File: src/hw/rtl/interval_set_range_tracker_macros.svh
// ----------------------------------------------------------------------------
// Interval set range tracker assertion macros
// Shorthand for the concurrent checks that the tracker's controller carries.
// ----------------------------------------------------------------------------
`ifndef INTERVAL_SET_RANGE_TRACKER_MACROS_SVH
`define INTERVAL_SET_RANGE_TRACKER_MACROS_SVH

// Condition in one cycle implies a condition in the next cycle.
`define ISRT_ASSERT_NEXT(label, pre, post) \
    label: assert property (@(posedge aclk) disable iff (!aresetn) \
        (pre) |=> (post)) else $error("isrt check failed");

// Condition implies another condition in the same cycle.
`define ISRT_ASSERT_SAME(label, pre, post) \
    label: assert property (@(posedge aclk) disable iff (!aresetn) \
        (pre) |-> (post)) else $error("isrt check failed");

`endif

File: src/hw/rtl/isrt_pkg.sv
// ----------------------------------------------------------------------------
// Interval set range tracker package
// Shared codes, widths and the controller/datapath interface structs.
// ----------------------------------------------------------------------------
package isrt_pkg;

    localparam int POS_W = 30;

    typedef enum logic [1:0] {
        CMD_ADD    = 2'd0,
        CMD_REMOVE = 2'd1,
        CMD_QUERY  = 2'd2,
        CMD_RSVD   = 2'd3
    } cmd_code_t;

    // Commands from the controller to the datapath.
    typedef struct packed {
        logic init_wr;   // write a sentinel entry into bank zero
        logic init_one;  // which sentinel: 0 = position zero, 1 = limit
        logic load;      // capture the incoming word
        logic rd;        // read the next old table entry
        logic proc;      // consume the entry read last cycle
        logic finish;    // form the result and commit the new table
    } ctrl_cmd_t;

    // Status from the datapath to the controller.
    typedef struct packed {
        logic skip;      // invalid span or unused command, no table pass
        logic last;      // every old entry has been consumed
    } dp_stat_t;

endpackage

File: src/hw/rtl/isrt_datapath.sv
// ----------------------------------------------------------------------------
// Interval set range tracker datapath
// Ping-pong breakpoint table memory and the per-entry merge and query logic.
// ----------------------------------------------------------------------------
module isrt_datapath #(
    parameter int TABLE_DEPTH    = 64,
    parameter int POSITION_LIMIT = 1000000000
) (
    input  logic                      aclk,
    input  logic                      aresetn,
    input  logic [1:0]                in_command,
    input  logic [isrt_pkg::POS_W-1:0] in_left_edge,
    input  logic [isrt_pkg::POS_W-1:0] in_right_edge,
    input  isrt_pkg::ctrl_cmd_t       cmd_i,
    output isrt_pkg::dp_stat_t        stat_o,
    output logic                      res_covered,
    output logic                      res_status
);

    localparam int AW = (TABLE_DEPTH > 1) ? $clog2(TABLE_DEPTH) : 1;
    localparam int CW = $clog2(TABLE_DEPTH + 1);
    localparam int WW = $clog2(TABLE_DEPTH + 3);
    localparam int MD = 2 ** (AW + 1);
    localparam int PW = isrt_pkg::POS_W;

    // Each entry is {position, covered}. Bank bit is the top address bit.
    logic [PW:0]   mem [0:MD-1];
    logic [PW:0]   rd_data_reg;

    logic          bank_reg;
    logic [CW-1:0] count_reg;
    isrt_pkg::cmd_code_t cmd_reg;
    logic [PW-1:0] l_reg;
    logic [PW-1:0] r_reg;
    logic          valid_reg;
    logic [CW-1:0] k_reg;
    logic [WW-1:0] wcnt_reg;
    logic [1:0]    need_reg;
    logic          l_done_reg;
    logic          r_done_reg;
    logic          cov_reg;
    logic [PW-1:0] prev_pos_reg;
    logic          prev_cov_reg;
    logic          fail_reg;
    logic          res_covered_reg;
    logic          res_status_reg;

    logic [PW-1:0] p;
    logic          c;
    logic          is_mod;
    logic          adv, emit, ins, set_l, set_r;
    logic [PW-1:0] epos;
    logic          ecov;
    logic          we;
    logic [AW:0]   waddr;
    logic [PW:0]   wdata;
    logic          full;
    logic          span_ok;

    assign p      = rd_data_reg[PW:1];
    assign c      = rd_data_reg[0];
    assign is_mod = (cmd_reg == isrt_pkg::CMD_ADD) || (cmd_reg == isrt_pkg::CMD_REMOVE);
    assign full   = (WW'(count_reg) + WW'(need_reg)) > WW'(TABLE_DEPTH);
    assign span_ok = (in_left_edge != '0) && (in_left_edge < in_right_edge) &&
                     (in_right_edge <= PW'(POSITION_LIMIT));

    assign stat_o.skip = !valid_reg || (cmd_reg == isrt_pkg::CMD_RSVD);
    assign stat_o.last = (k_reg == count_reg);
    assign res_covered = res_covered_reg;
    assign res_status  = res_status_reg;

    // Merge step: old entries below the span are copied, the left edge is
    // written with the new coverage, entries inside the span are dropped and
    // the right edge keeps the coverage that held just before it.
    always_comb begin
        adv   = 1'b1;
        emit  = 1'b0;
        ins   = 1'b0;
        set_l = 1'b0;
        set_r = 1'b0;
        epos  = p;
        ecov  = c;
        if (is_mod) begin
            if (!l_done_reg) begin
                emit = 1'b1;
                if (p == l_reg) begin
                    ecov  = (cmd_reg == isrt_pkg::CMD_ADD);
                    set_l = 1'b1;
                end else if (p > l_reg) begin
                    epos  = l_reg;
                    ecov  = (cmd_reg == isrt_pkg::CMD_ADD);
                    set_l = 1'b1;
                    adv   = 1'b0;
                    ins   = 1'b1;
                end
            end else if (!r_done_reg) begin
                if (p == r_reg) begin
                    emit  = 1'b1;
                    set_r = 1'b1;
                end else if (p > r_reg) begin
                    emit  = 1'b1;
                    epos  = r_reg;
                    ecov  = cov_reg;
                    set_r = 1'b1;
                    adv   = 1'b0;
                    ins   = 1'b1;
                end
            end else begin
                emit = 1'b1;
            end
        end
    end

    always_comb begin
        if (cmd_i.init_wr) begin
            we    = 1'b1;
            waddr = {1'b0, (cmd_i.init_one ? AW'(1) : AW'(0))};
            wdata = cmd_i.init_one ? {PW'(POSITION_LIMIT), 1'b0} : '0;
        end else begin
            we    = cmd_i.proc && emit && (wcnt_reg < WW'(TABLE_DEPTH));
            waddr = {~bank_reg, wcnt_reg[AW-1:0]};
            wdata = {epos, ecov};
        end
    end

    always_ff @(posedge aclk) begin
        if (we) begin
            mem[waddr] <= wdata;
        end
        if (cmd_i.rd) begin
            rd_data_reg <= mem[{bank_reg, k_reg[AW-1:0]}];
        end
    end

    always_ff @(posedge aclk) begin
        if (!aresetn) begin
            bank_reg  <= 1'b0;
            count_reg <= CW'(2);
        end else if (cmd_i.finish && is_mod && valid_reg && !full) begin
            bank_reg  <= ~bank_reg;
            count_reg <= wcnt_reg[CW-1:0];
        end
    end

    always_ff @(posedge aclk) begin
        if (cmd_i.load) begin
            cmd_reg    <= isrt_pkg::cmd_code_t'(in_command);
            l_reg      <= in_left_edge;
            r_reg      <= in_right_edge;
            valid_reg  <= span_ok;
            k_reg      <= '0;
            wcnt_reg   <= '0;
            need_reg   <= '0;
            l_done_reg <= 1'b0;
            r_done_reg <= 1'b0;
            cov_reg    <= 1'b0;
            fail_reg   <= 1'b0;
        end else if (cmd_i.proc) begin
            if (emit) begin
                wcnt_reg <= wcnt_reg + WW'(1);
            end
            if (ins) begin
                need_reg <= need_reg + 2'd1;
            end
            if (set_l) begin
                l_done_reg <= 1'b1;
            end
            if (set_r) begin
                r_done_reg <= 1'b1;
            end
            if (adv) begin
                k_reg        <= k_reg + CW'(1);
                prev_pos_reg <= p;
                prev_cov_reg <= c;
                if (p < r_reg) begin
                    cov_reg <= c;
                end
                // The segment ending here overlaps the span and is uncovered.
                if ((k_reg != '0) && (prev_pos_reg < r_reg) && (p > l_reg) &&
                    !prev_cov_reg) begin
                    fail_reg <= 1'b1;
                end
            end
        end
        if (cmd_i.finish) begin
            res_covered_reg <= (cmd_reg == isrt_pkg::CMD_QUERY) && valid_reg && !fail_reg;
            res_status_reg  <= is_mod && valid_reg && full;
        end
    end

endmodule

File: src/hw/rtl/isrt_ctrl.sv
// ----------------------------------------------------------------------------
// Interval set range tracker controller
// Sequences the table init, the per-entry read/merge pass and the handshakes.
// ----------------------------------------------------------------------------
`include "interval_set_range_tracker_macros.svh"

module isrt_ctrl (
    input  logic                 aclk,
    input  logic                 aresetn,
    input  logic                 s_tvalid,
    output logic                 s_tready,
    output logic                 m_tvalid,
    input  logic                 m_tready,
    output isrt_pkg::ctrl_cmd_t  cmd_o,
    input  isrt_pkg::dp_stat_t   stat_i
);

    typedef enum logic [6:0] {
        ST_INIT0  = 7'b0000001,
        ST_INIT1  = 7'b0000010,
        ST_IDLE   = 7'b0000100,
        ST_CHECK  = 7'b0001000,
        ST_RD     = 7'b0010000,
        ST_PROC   = 7'b0100000,
        ST_FINISH = 7'b1000000
    } state_t;

    state_t state_reg, state_next;
    logic   m_tvalid_reg, m_tvalid_next;
    logic   slot_free;

    assign slot_free = !m_tvalid_reg || m_tready;
    assign s_tready  = (state_reg == ST_IDLE);
    assign m_tvalid  = m_tvalid_reg;

    always_comb begin
        state_next     = state_reg;
        cmd_o          = '0;
        unique case (state_reg)
            ST_INIT0: begin
                cmd_o.init_wr = 1'b1;
                state_next    = ST_INIT1;
            end
            ST_INIT1: begin
                cmd_o.init_wr  = 1'b1;
                cmd_o.init_one = 1'b1;
                state_next     = ST_IDLE;
            end
            ST_IDLE: begin
                if (s_tvalid) begin
                    cmd_o.load = 1'b1;
                    state_next = ST_CHECK;
                end
            end
            ST_CHECK: begin
                state_next = stat_i.skip ? ST_FINISH : ST_RD;
            end
            ST_RD: begin
                if (stat_i.last) begin
                    state_next = ST_FINISH;
                end else begin
                    cmd_o.rd   = 1'b1;
                    state_next = ST_PROC;
                end
            end
            ST_PROC: begin
                cmd_o.proc = 1'b1;
                state_next = ST_RD;
            end
            ST_FINISH: begin
                if (slot_free) begin
                    cmd_o.finish = 1'b1;
                    state_next   = ST_IDLE;
                end
            end
            default: begin
                state_next = ST_INIT0;
            end
        endcase
    end

    always_comb begin
        m_tvalid_next = m_tvalid_reg;
        if (cmd_o.finish) begin
            m_tvalid_next = 1'b1;
        end else if (m_tready) begin
            m_tvalid_next = 1'b0;
        end
    end

    always_ff @(posedge aclk) begin
        if (!aresetn) begin
            state_reg    <= ST_INIT0;
            m_tvalid_reg <= 1'b0;
        end else begin
            state_reg    <= state_next;
            m_tvalid_reg <= m_tvalid_next;
        end
    end

    `ISRT_ASSERT_NEXT(a_accept_loads, s_tvalid && s_tready, state_reg == ST_CHECK)
    `ISRT_ASSERT_NEXT(a_finish_shows, cmd_o.finish, m_tvalid_reg)
    `ISRT_ASSERT_NEXT(a_proc_returns, state_reg == ST_PROC, state_reg == ST_RD)
    `ISRT_ASSERT_SAME(a_finish_no_clobber, cmd_o.finish, !m_tvalid_reg || m_tready)

endmodule

File: src/hw/rtl/interval_set_range_tracker.sv
// ----------------------------------------------------------------------------
// Interval set range tracker
// Keeps a set of covered half-open spans as a sorted breakpoint table.
// ----------------------------------------------------------------------------
// Usage: one word on the s_ channel is a command (add, remove or query) on
// the span [left_edge, right_edge). Each accepted word yields exactly one
// word on the m_ channel carrying covered (query answer) and status (set when
// an add or remove was dropped because the table would overflow).
// Invalid spans and the unused command code raise m_tvalid with zeros
// after the states ST_CHECK and ST_FINISH, with no table pass. A valid
// command makes one pass over the current table, reading each entry and,
// for an add or remove, merging it into the other memory bank; an inserted
// edge costs one more such step. Each entry takes a registered read of the
// table memory (state ST_RD) followed by the merge or query check of that
// entry (state ST_PROC); one command is worked on at a time.
// Reset: aresetn is synchronous and active low. After it the block writes
// the sentinel breakpoints at zero and at the limit (states ST_INIT0 and
// ST_INIT1), with s_tready low, then accepts commands.
// Stall: the result sits in an output register; while the receiver holds
// m_tready low the next command may still be accepted and processed, and
// its result waits until the output register is free.
// ----------------------------------------------------------------------------
module interval_set_range_tracker #(
    parameter int TABLE_DEPTH    = 64,
    parameter int POSITION_LIMIT = 1000000000
) (
    input  logic        aclk,
    input  logic        aresetn,
    input  logic        s_tvalid,
    output logic        s_tready,
    // [1:0] command, [31:2] left_edge, [61:32] right_edge, [63:62] zero
    input  logic [63:0] s_tdata,
    output logic        m_tvalid,
    input  logic        m_tready,
    // [0] covered, [1] status, [7:2] zero
    output logic [7:0]  m_tdata
);

    isrt_pkg::ctrl_cmd_t cmd;
    isrt_pkg::dp_stat_t  stat;
    logic                res_covered;
    logic                res_status;

    // The controller owns both handshakes; the datapath owns the table.
    isrt_ctrl u_ctrl (
        .aclk     (aclk),
        .aresetn  (aresetn),
        .s_tvalid (s_tvalid),
        .s_tready (s_tready),
        .m_tvalid (m_tvalid),
        .m_tready (m_tready),
        .cmd_o    (cmd),
        .stat_i   (stat)
    );

    isrt_datapath #(
        .TABLE_DEPTH    (TABLE_DEPTH),
        .POSITION_LIMIT (POSITION_LIMIT)
    ) u_datapath (
        .aclk          (aclk),
        .aresetn       (aresetn),
        .in_command    (s_tdata[1:0]),
        .in_left_edge  (s_tdata[31:2]),
        .in_right_edge (s_tdata[61:32]),
        .cmd_i         (cmd),
        .stat_o        (stat),
        .res_covered   (res_covered),
        .res_status    (res_status)
    );

    // Result fields are held in the datapath's output registers.
    assign m_tdata = {6'b000000, res_status, res_covered};

endmodule

File: config.mk
export PLATFORM = sky130hd
export DESIGN_NAME = interval_set_range_tracker
export DESIGN_NICKNAME = d
export VERILOG_FILES = /design/src/hw/rtl/isrt_pkg.sv /design/src/hw/rtl/isrt_datapath.sv /design/src/hw/rtl/isrt_ctrl.sv /design/src/hw/rtl/interval_set_range_tracker.sv
export VERILOG_INCLUDE_DIRS = /design/src /design/src/hw/rtl
export SDC_FILE = /design/constraint.sdc
export NUM_CORES = 2
export LEC_CHECK = 0
export ABC_AREA = 1
export BUFFER_PORTS_ARGS = -buffer_cell sky130_fd_sc_hd__buf_2
export CAP_MARGIN = 15
export CORE_AREA = 3 3 554 556
export CTS_CLUSTER_SIZE = 12
export DETAILED_ROUTE_END_ITERATION = 10
export DIE_AREA = 0 0 557 559
export PLACE_DENSITY = 0.7
export SLEW_MARGIN = 20
export SYNTH_ARGS = -nofsm -noshare
export SYNTH_HDL_FRONTEND = slang
export SYNTH_SLANG_ARGS = --single-unit
File: constraint.sdc
create_clock -name aclk -period 4.7 [get_ports aclk]
set_input_delay 1.175 -clock aclk [delete_from_list [all_inputs] [get_ports aclk]]
set_output_delay 1.175 -clock aclk [all_outputs]
set_load 0.05 [all_outputs]
Word-level counts from Yosys, hierarchy flattened

Memories as Yosys holds them, arrays and structs flattened. A register that Yosys moved wholly into a read port is not among the register bits.
Index checks and enable logic that the tools add are counted.
Widths: inputs -> output; s select.

Add/sub/neg operators: 4
$mul: 0
Div/mod/pow operators: 0
Order comparisons: 8
Equality and inequality tests: 15
Shift operators: 0
Muxes and demuxes: 61
Bitwise gates (word level): 2
Reduce and logical (&&, ||, !) cells: 36

Operators with widths:

| operator             | count |
|---|---|
| $mux 30              | 7 |
| $lt 30x30->1         | 3 |
| $mux 31              | 2 |
| $eq 30x30->1         | 2 |
| $gt 30x30->1         | 2 |
| $pmux 7 s7           | 1 |
| $mux 1               | 46 |
| $mux 7               | 5 |
| $le 30x30->1 const B | 1 |
| $reduce_bool 30->1   | 1 |
| $add 7x1->7 const B  | 2 |
| $logic_and 1x1->1    | 14 |
| $reduce_and 2->1     | 6 |
| $reduce_and 3->1     | 3 |
| $add 7x2->7          | 1 |
| $eq 7x1->1 const B   | 1 |
| $eq 7x2->1 const B   | 1 |
| $eq 7x3->1 const B   | 1 |
| $eq 7x4->1 const B   | 1 |
| $eq 7x5->1 const B   | 1 |
| $eq 7x6->1 const B   | 1 |
| $eq 7x7->1           | 1 |
| $eq 7x7->1 const B   | 1 |
| $gt 7x7->1 const B   | 1 |
| 13 further kinds     | 21 |

Register bits: 132
Bits in latches: 0
Bits in writable memories: 3,968
Bits in read-only memories: 0
Input bits: 68
Output and inout bits: 10
Word-level logic and storage cells: 146
Memories: 1

Memory list:

| memory         | words | bits a word | rd ports | clocked after memory_dff | wr ports | RTL line            | RTL |
|---|---|---|---|---|---|---|---|
| u_datapath.mem | 128   | 31          | 1        | 1                        | 1        | isrt_datapath.sv:27 | `logic [PW:0] mem [0:MD-1];` |

Longest topological paths before layout

Depth after elaboration: 11
Mapped depth: 19
Depth with buffers taken out: 18

Modules after synthesis

From an unflattened synthesis, not the netlist that was laid out.

Cell total of the unflattened synthesis: 12,913
Area total of the unflattened synthesis: 166,307.0 um^2

By module, submodules not included:

| module                     | times used | cells each | area an instance (um^2) | seq. area each (um^2) |
|---|---|---|---|---|
| isrt_datapath              | 1          | 12,830     | 165,785.3               | 123,528.5 |
| isrt_ctrl                  | 1          | 74         | 457.9                   | 160.2 |
| interval_set_range_tracker | 1          | 9          | 63.8                    | 0.0 |

Worst setup path before layout

Ideal clock, no wire load.

Path kind: register to register
Start point: register u_datapath.rd_data_reg[30], read port of u_datapath.mem
End point: memory u_datapath.mem[0][15] in the netlist's numbering (data pin)
Library setup time: 512 ps
Arrival: 3,522 ps
Setup slack: 666 ps
Cell stages (with the launch flop): 16
Path buffers: 2
Clock period less this slack: 4,034 ps
Cells stage by stage: edfxtp_1 > ha_1 > nand2_1 > nor2_1 > nand4_1 > nor2_1 > nand2_1 > nand2_2 > nand2_1 > buf_2 > buf_2 > nand2_1 > nand3_1 > nand3_1 > nand2_1 > nand2_1

Word-level cells in the longest chain between the ends: 7
Elaborated cells between the ends (all ways): 12

RTL lines:

| what                           | RTL line             | RTL |
|---|---|---|
| start: declaration             | isrt_datapath.sv:28  | `logic [PW:0] rd_data_reg;` |
| $gt 30x30->1                   | isrt_datapath.sv:100 | `end else if (p > r_reg) begin` |
| $mux 30                        | isrt_datapath.sv:100 |  |
| $mux 30                        | isrt_datapath.sv:97  | `if (p == r_reg) begin` |
| $mux 30                        | isrt_datapath.sv:96  | `end else if (!r_done_reg) begin` |
| $mux 30 (*)                    | isrt_datapath.sv:84  | `if (!l_done_reg) begin` |
| $mux 30 (*)                    | isrt_datapath.sv:83  | `if (is_mod) begin` |
| $mux 31 (*)                    | isrt_datapath.sv:115 | `if (cmd_i.init_wr) begin` |
| named net u_datapath.wdata[15] | isrt_datapath.sv:56  | `logic [PW:0] wdata;` |
| end: declaration               | isrt_datapath.sv:27  |  |

Mark *: on every way through the listed nets, which the timed path passes. The rest lies on a longest branch.

Worst setup path after layout

Start point: register u_datapath.k_reg[0]
End point: register u_datapath.rd_data_reg[3], read port of u_datapath.mem (data pin)

Word-level cells in the longest chain between the ends: 3

RTL lines:

| what                     | RTL line             | RTL |
|---|---|---|
| start: declaration       | isrt_datapath.sv:36  | `logic [CW-1:0] k_reg;` |
| start signal: assignment | isrt_datapath.sv:172 | `k_reg <= k_reg + CW'(1);` |
| $eq 7x7->1               | isrt_datapath.sv:68  | `assign stat_o.last = (k_reg == count_reg);` |
| $mux 1                   | isrt_ctrl.sv:59      | `if (stat_i.last) begin` |
| $mux 1                   | isrt_ctrl.sv:39      | `unique case (state_reg)` |

Several ways; a longest one is shown, not always the timed one.
A chain may end at the register's enable or synchronous reset.

==> impl_results.md <==
- Critical path class: reg2reg
- Post-CTS Setup Bufs: 0
- P_leak: 63.0 nW
- Multi-input gate area: approximately 39000 µm²
- # H-tree levels: 5
- Number of synthesized flops with an enable pin: 4095
- Setup violators final: 0
- WP data arrival: roughly 5.4 ns
- TritonCTS clock tree: done
- Initial cell density of the core: between 50 and 60%
- DR WL met3: about 68 mm
- Clock sinks: between 4000 and 5000
- Worst-Skew Late Latency: 0.99 ns
- Synthesized area per cell: roughly 13 µm²
- Slew HR: between 10% and 20%
- Xor/xnor share of the synthesized area: 0.0632%
- Share of layout cells above drive strength 1: roughly a tenth
- Largest family of logic cells by synthesized area: compound AO/OA/AOI/OAI gates
- Final WL: a little over 500 mm
- FF-to-FF setup slack: between 0.1 and 0.15 ns
- Largest net degree at the start of global routing: between 150 and 200
- First-pass iteration count of the detailed router: 9
- First-pass GRT wire length: between 700 and 800 mm
- Fmax: approximately 220 MHz
- Vias in the first global route: approximately 110k
- Final worst-path cycle share: between 90% and 100%
- Vias/cell: 6.46
- Worst path required time: between 5 and 6 ns
- Total CTS buffers: approximately 420
- Flop pwr share: between 50% and 60%
- Final #Nets: between 10000 and 15000
- Pwr dens: between 400 and 500 nW/µm²
- Max Root-Sink Buffers: 4
- Setup TNS: 0 ns
- Max VDD drop: about 330 µV
- Area fraction of the dominant cell type after synthesis: between 70% and 80%
- Mux cell area share after synthesis: 0.00602%
- Area leader, netlist: edfxtp_1
- Internal power: just over 60 mW
- Port bufs: 69
- Core area: roughly 300000 µm²
- GR Overflow Total: 0
- Hold_buf cts: 0
- Routed met1 length: between 150 and 200 mm
- Psw: ~22 mW
- Clock power frac: approximately 37%
- Top routing layer used: met5
- Post-layout min period: about 4.6 ns
- Area grow syn2layout: 13.1%
- CP endpoint kind: flip-flop
- Final hold vios: 0
- Main area contributors after synthesis: edfxtp_1, o21ai_0, nor2_1
- Total vias in the final route: around 110k
- I/O pins: 78
- Max_cap viols: 0
- Startpoint types: flip-flop
- Worst Path Max Fanout: 87
- Status: completed
- Finished Core Util: about 62%
- CTS clk-pin slew, worst paths: about 0.06 ns
- Ys flop type: edfxtp_1
- Total Power: around 84 mW
- Synth unique cells: between 50 and 60
- Die W: 557 µm
- Seq/Total Area, Yosys: roughly three quarters
- Initial DRC count: ~18000
- Cell row count: between 200 and 250
- Unrepaired setup endpoints after global routing: false
- Post-synthesis simple-gate area fraction: 9.87%
- Switching share of power: between 20% and 30%
- Full die area: 311000 µm²
- Max FFs per register: a little under 4000
- Gpl congestion: ~0.96
- Cts repair resizes: 0
- Slew Limit Fails: 0
- Compound-gate portion of the synthesized area: between 10% and 20%
- Synth Cell Area: 166000 µm²
- Synth Area in Adders: less than 1%
- FF+latch count, synth: approximately 4100
- # DRC: 0
- Fillers: 21600
- CTS Root Cell: clkbuf_16
- Comb pwr share: ~12%
- Synth warnings: 0
- Cells after synthesis: roughly 13000
- Asr flop ratio synth: 0%
- Met2 wire len: about 220 mm
- Worst hold path class: in2reg
- Slew @ Worst Pin: around 1.2 ns
- Clock Skew: between 0.09 and 0.1 ns
- Initial antenna violation count: 24
- Register area: about 120000 µm²
- Die Y: around 560 µm
- GR Util All Layers: between 30% and 40%
- Post-DP HPWL: 297 mm
- WL/cell: just under 30 µm
- Antenna-violating nets left: 0
[worst paths after layout]
kind | from | depth (start not counted) | end
setup / recovery | u_datapath.k_reg[0] | 11 | u_datapath.rd_data_reg[3]
hold / removal | s_tdata[1] | 1 | u_datapath.cmd_reg[1]
setup reg to reg | u_datapath.k_reg[0] | 11 | u_datapath.rd_data_reg[3]
hold reg to reg | u_datapath.rd_data_reg[1] | 0 | u_datapath.prev_pos_reg[0]
[logic make-up after synthesis]
family / after synthesis
xor gates and xnor gates: 12
DFF: 4131
buffers and inverters: 1174
AOI/OAI and AO/OA: 3458
muxes: 1
other: 1
and+or+nand+nor: 4135
adders and majority gates: 124
[power by group through the flow]
stage                     Combinational (mW)  Sequential [mW]  Clock [mW]
after global routing                    10.5             42.8        32.3
final                                   10.4             42.8        30.6
after global placement                  9.71             43.5           0
after detailed placement                9.90             43.5           0
after floorplan                         3.75             43.7           0
after CTS                               9.93             42.8        30.7
[per-layer routing]
layer | vias to the layer above | global-route usage, %
met5 | - | 0
met4 | 18 | 15.6
met1 | 55800 | 43.5
met2 | 7535 | 47.0
met3 | 1163 | 8.09
li1 | 48300 | -
[metrics by stage]
stage	std cells	area [µm²]	setup slack (ns)	hold slack [ns]
detailed placement	16800	176000	0.508	0.438
finish	17500	188000	0.120	0.417
floorplan	13000	166000	0.666	0.426
global placement	16800	176000	0.560	0.434
global route	17500	188000	0.175	0.403
CTS	17400	188000	0.478	0.357
[final cells by class]
cell class | count | area share (%)
inverters | 285 | 0.615
clock inverters | 137 | 0.644
well taps | 3978 | 2.65
multi-input cells | 7736 | 20.5
flip-flops and latches | 4131 | 65.8
diodes | 12 | 0.0160
clock buffers | 560 | 5.91
repair buffers | 623 | 3.85
[Yosys cell counts, types with 7 or more instances]
| master | n |
|---|---|
| a21o_1 | 9 |
| a21oi_1 | 210 |
| a22o_1 | 11 |
| a31oi_1 | 28 |
| buf_1 | 42 |
| buf_2 | 300 |
| buf_4 | 59 |
| buf_6 | 10 |
| clkbuf_1 | 478 |
| dfxtp_1 | 36 |
| edfxtp_1 | 4095 |
| ha_1 | 123 |
| inv_1 | 271 |
| inv_2 | 9 |
| nand2_1 | 1006 |
| nand3_1 | 447 |
| nand4_1 | 49 |
| nor2_1 | 2559 |
| nor3_1 | 23 |
| nor4_1 | 14 |
| o211ai_1 | 285 |
| o21ai_0 | 2104 |
| o21ai_1 | 38 |
| o21bai_1 | 7 |
| o221ai_1 | 117 |
| o22ai_1 | 621 |
| o31ai_1 | 8 |
| xor2_1 | 11 |
[worst max-delay path: stages, from the launching register on]
cell and delay, ns:
dfxtp_4 0.51, inv_8 0.68, buf_4 0.61, o21ai_0 0.14, o22ai_1 0.15, a21oi_1 0.12
nand3_1 0.36, nand2_1 0.13, a31oi_1 0.76, nor2_1 0.18, nor2_1 0.49, buf_4 0.24
[layout by cell type (no fill, tap or decap), drive strengths merged, types with 5 or more instances in the layout]
cell | netlist | routed
nor2 | 2566 | 2566
o21ai | 2142 | 2142
buf | 411 | 623
o31ai | 8 | 8
nand2 | 1012 | 1012
o221ai | 117 | 117
o211ai | 285 | 285
nand3b | 5 | 5
clkbuf | 478 | 560
nand4 | 50 | 50
nor3 | 26 | 26
a31oi | 28 | 28
inv | 281 | 290
dfxtp | 36 | 36
diode | 0 | 12
nor4 | 14 | 14
or2 | 6 | 6
clkinv | 4 | 124
a211oi | 5 | 5
a22o | 11 | 11
bufinv | 0 | 7
conb | 1 | 6
edfxtp | 4095 | 4095
nand3 | 448 | 448
o21bai | 7 | 7
xor2 | 11 | 11
o22ai | 621 | 621
a21oi | 212 | 212
ha | 123 | 123
a21o | 9 | 9
No activity file was read; power rests on OpenSTA's default activity.
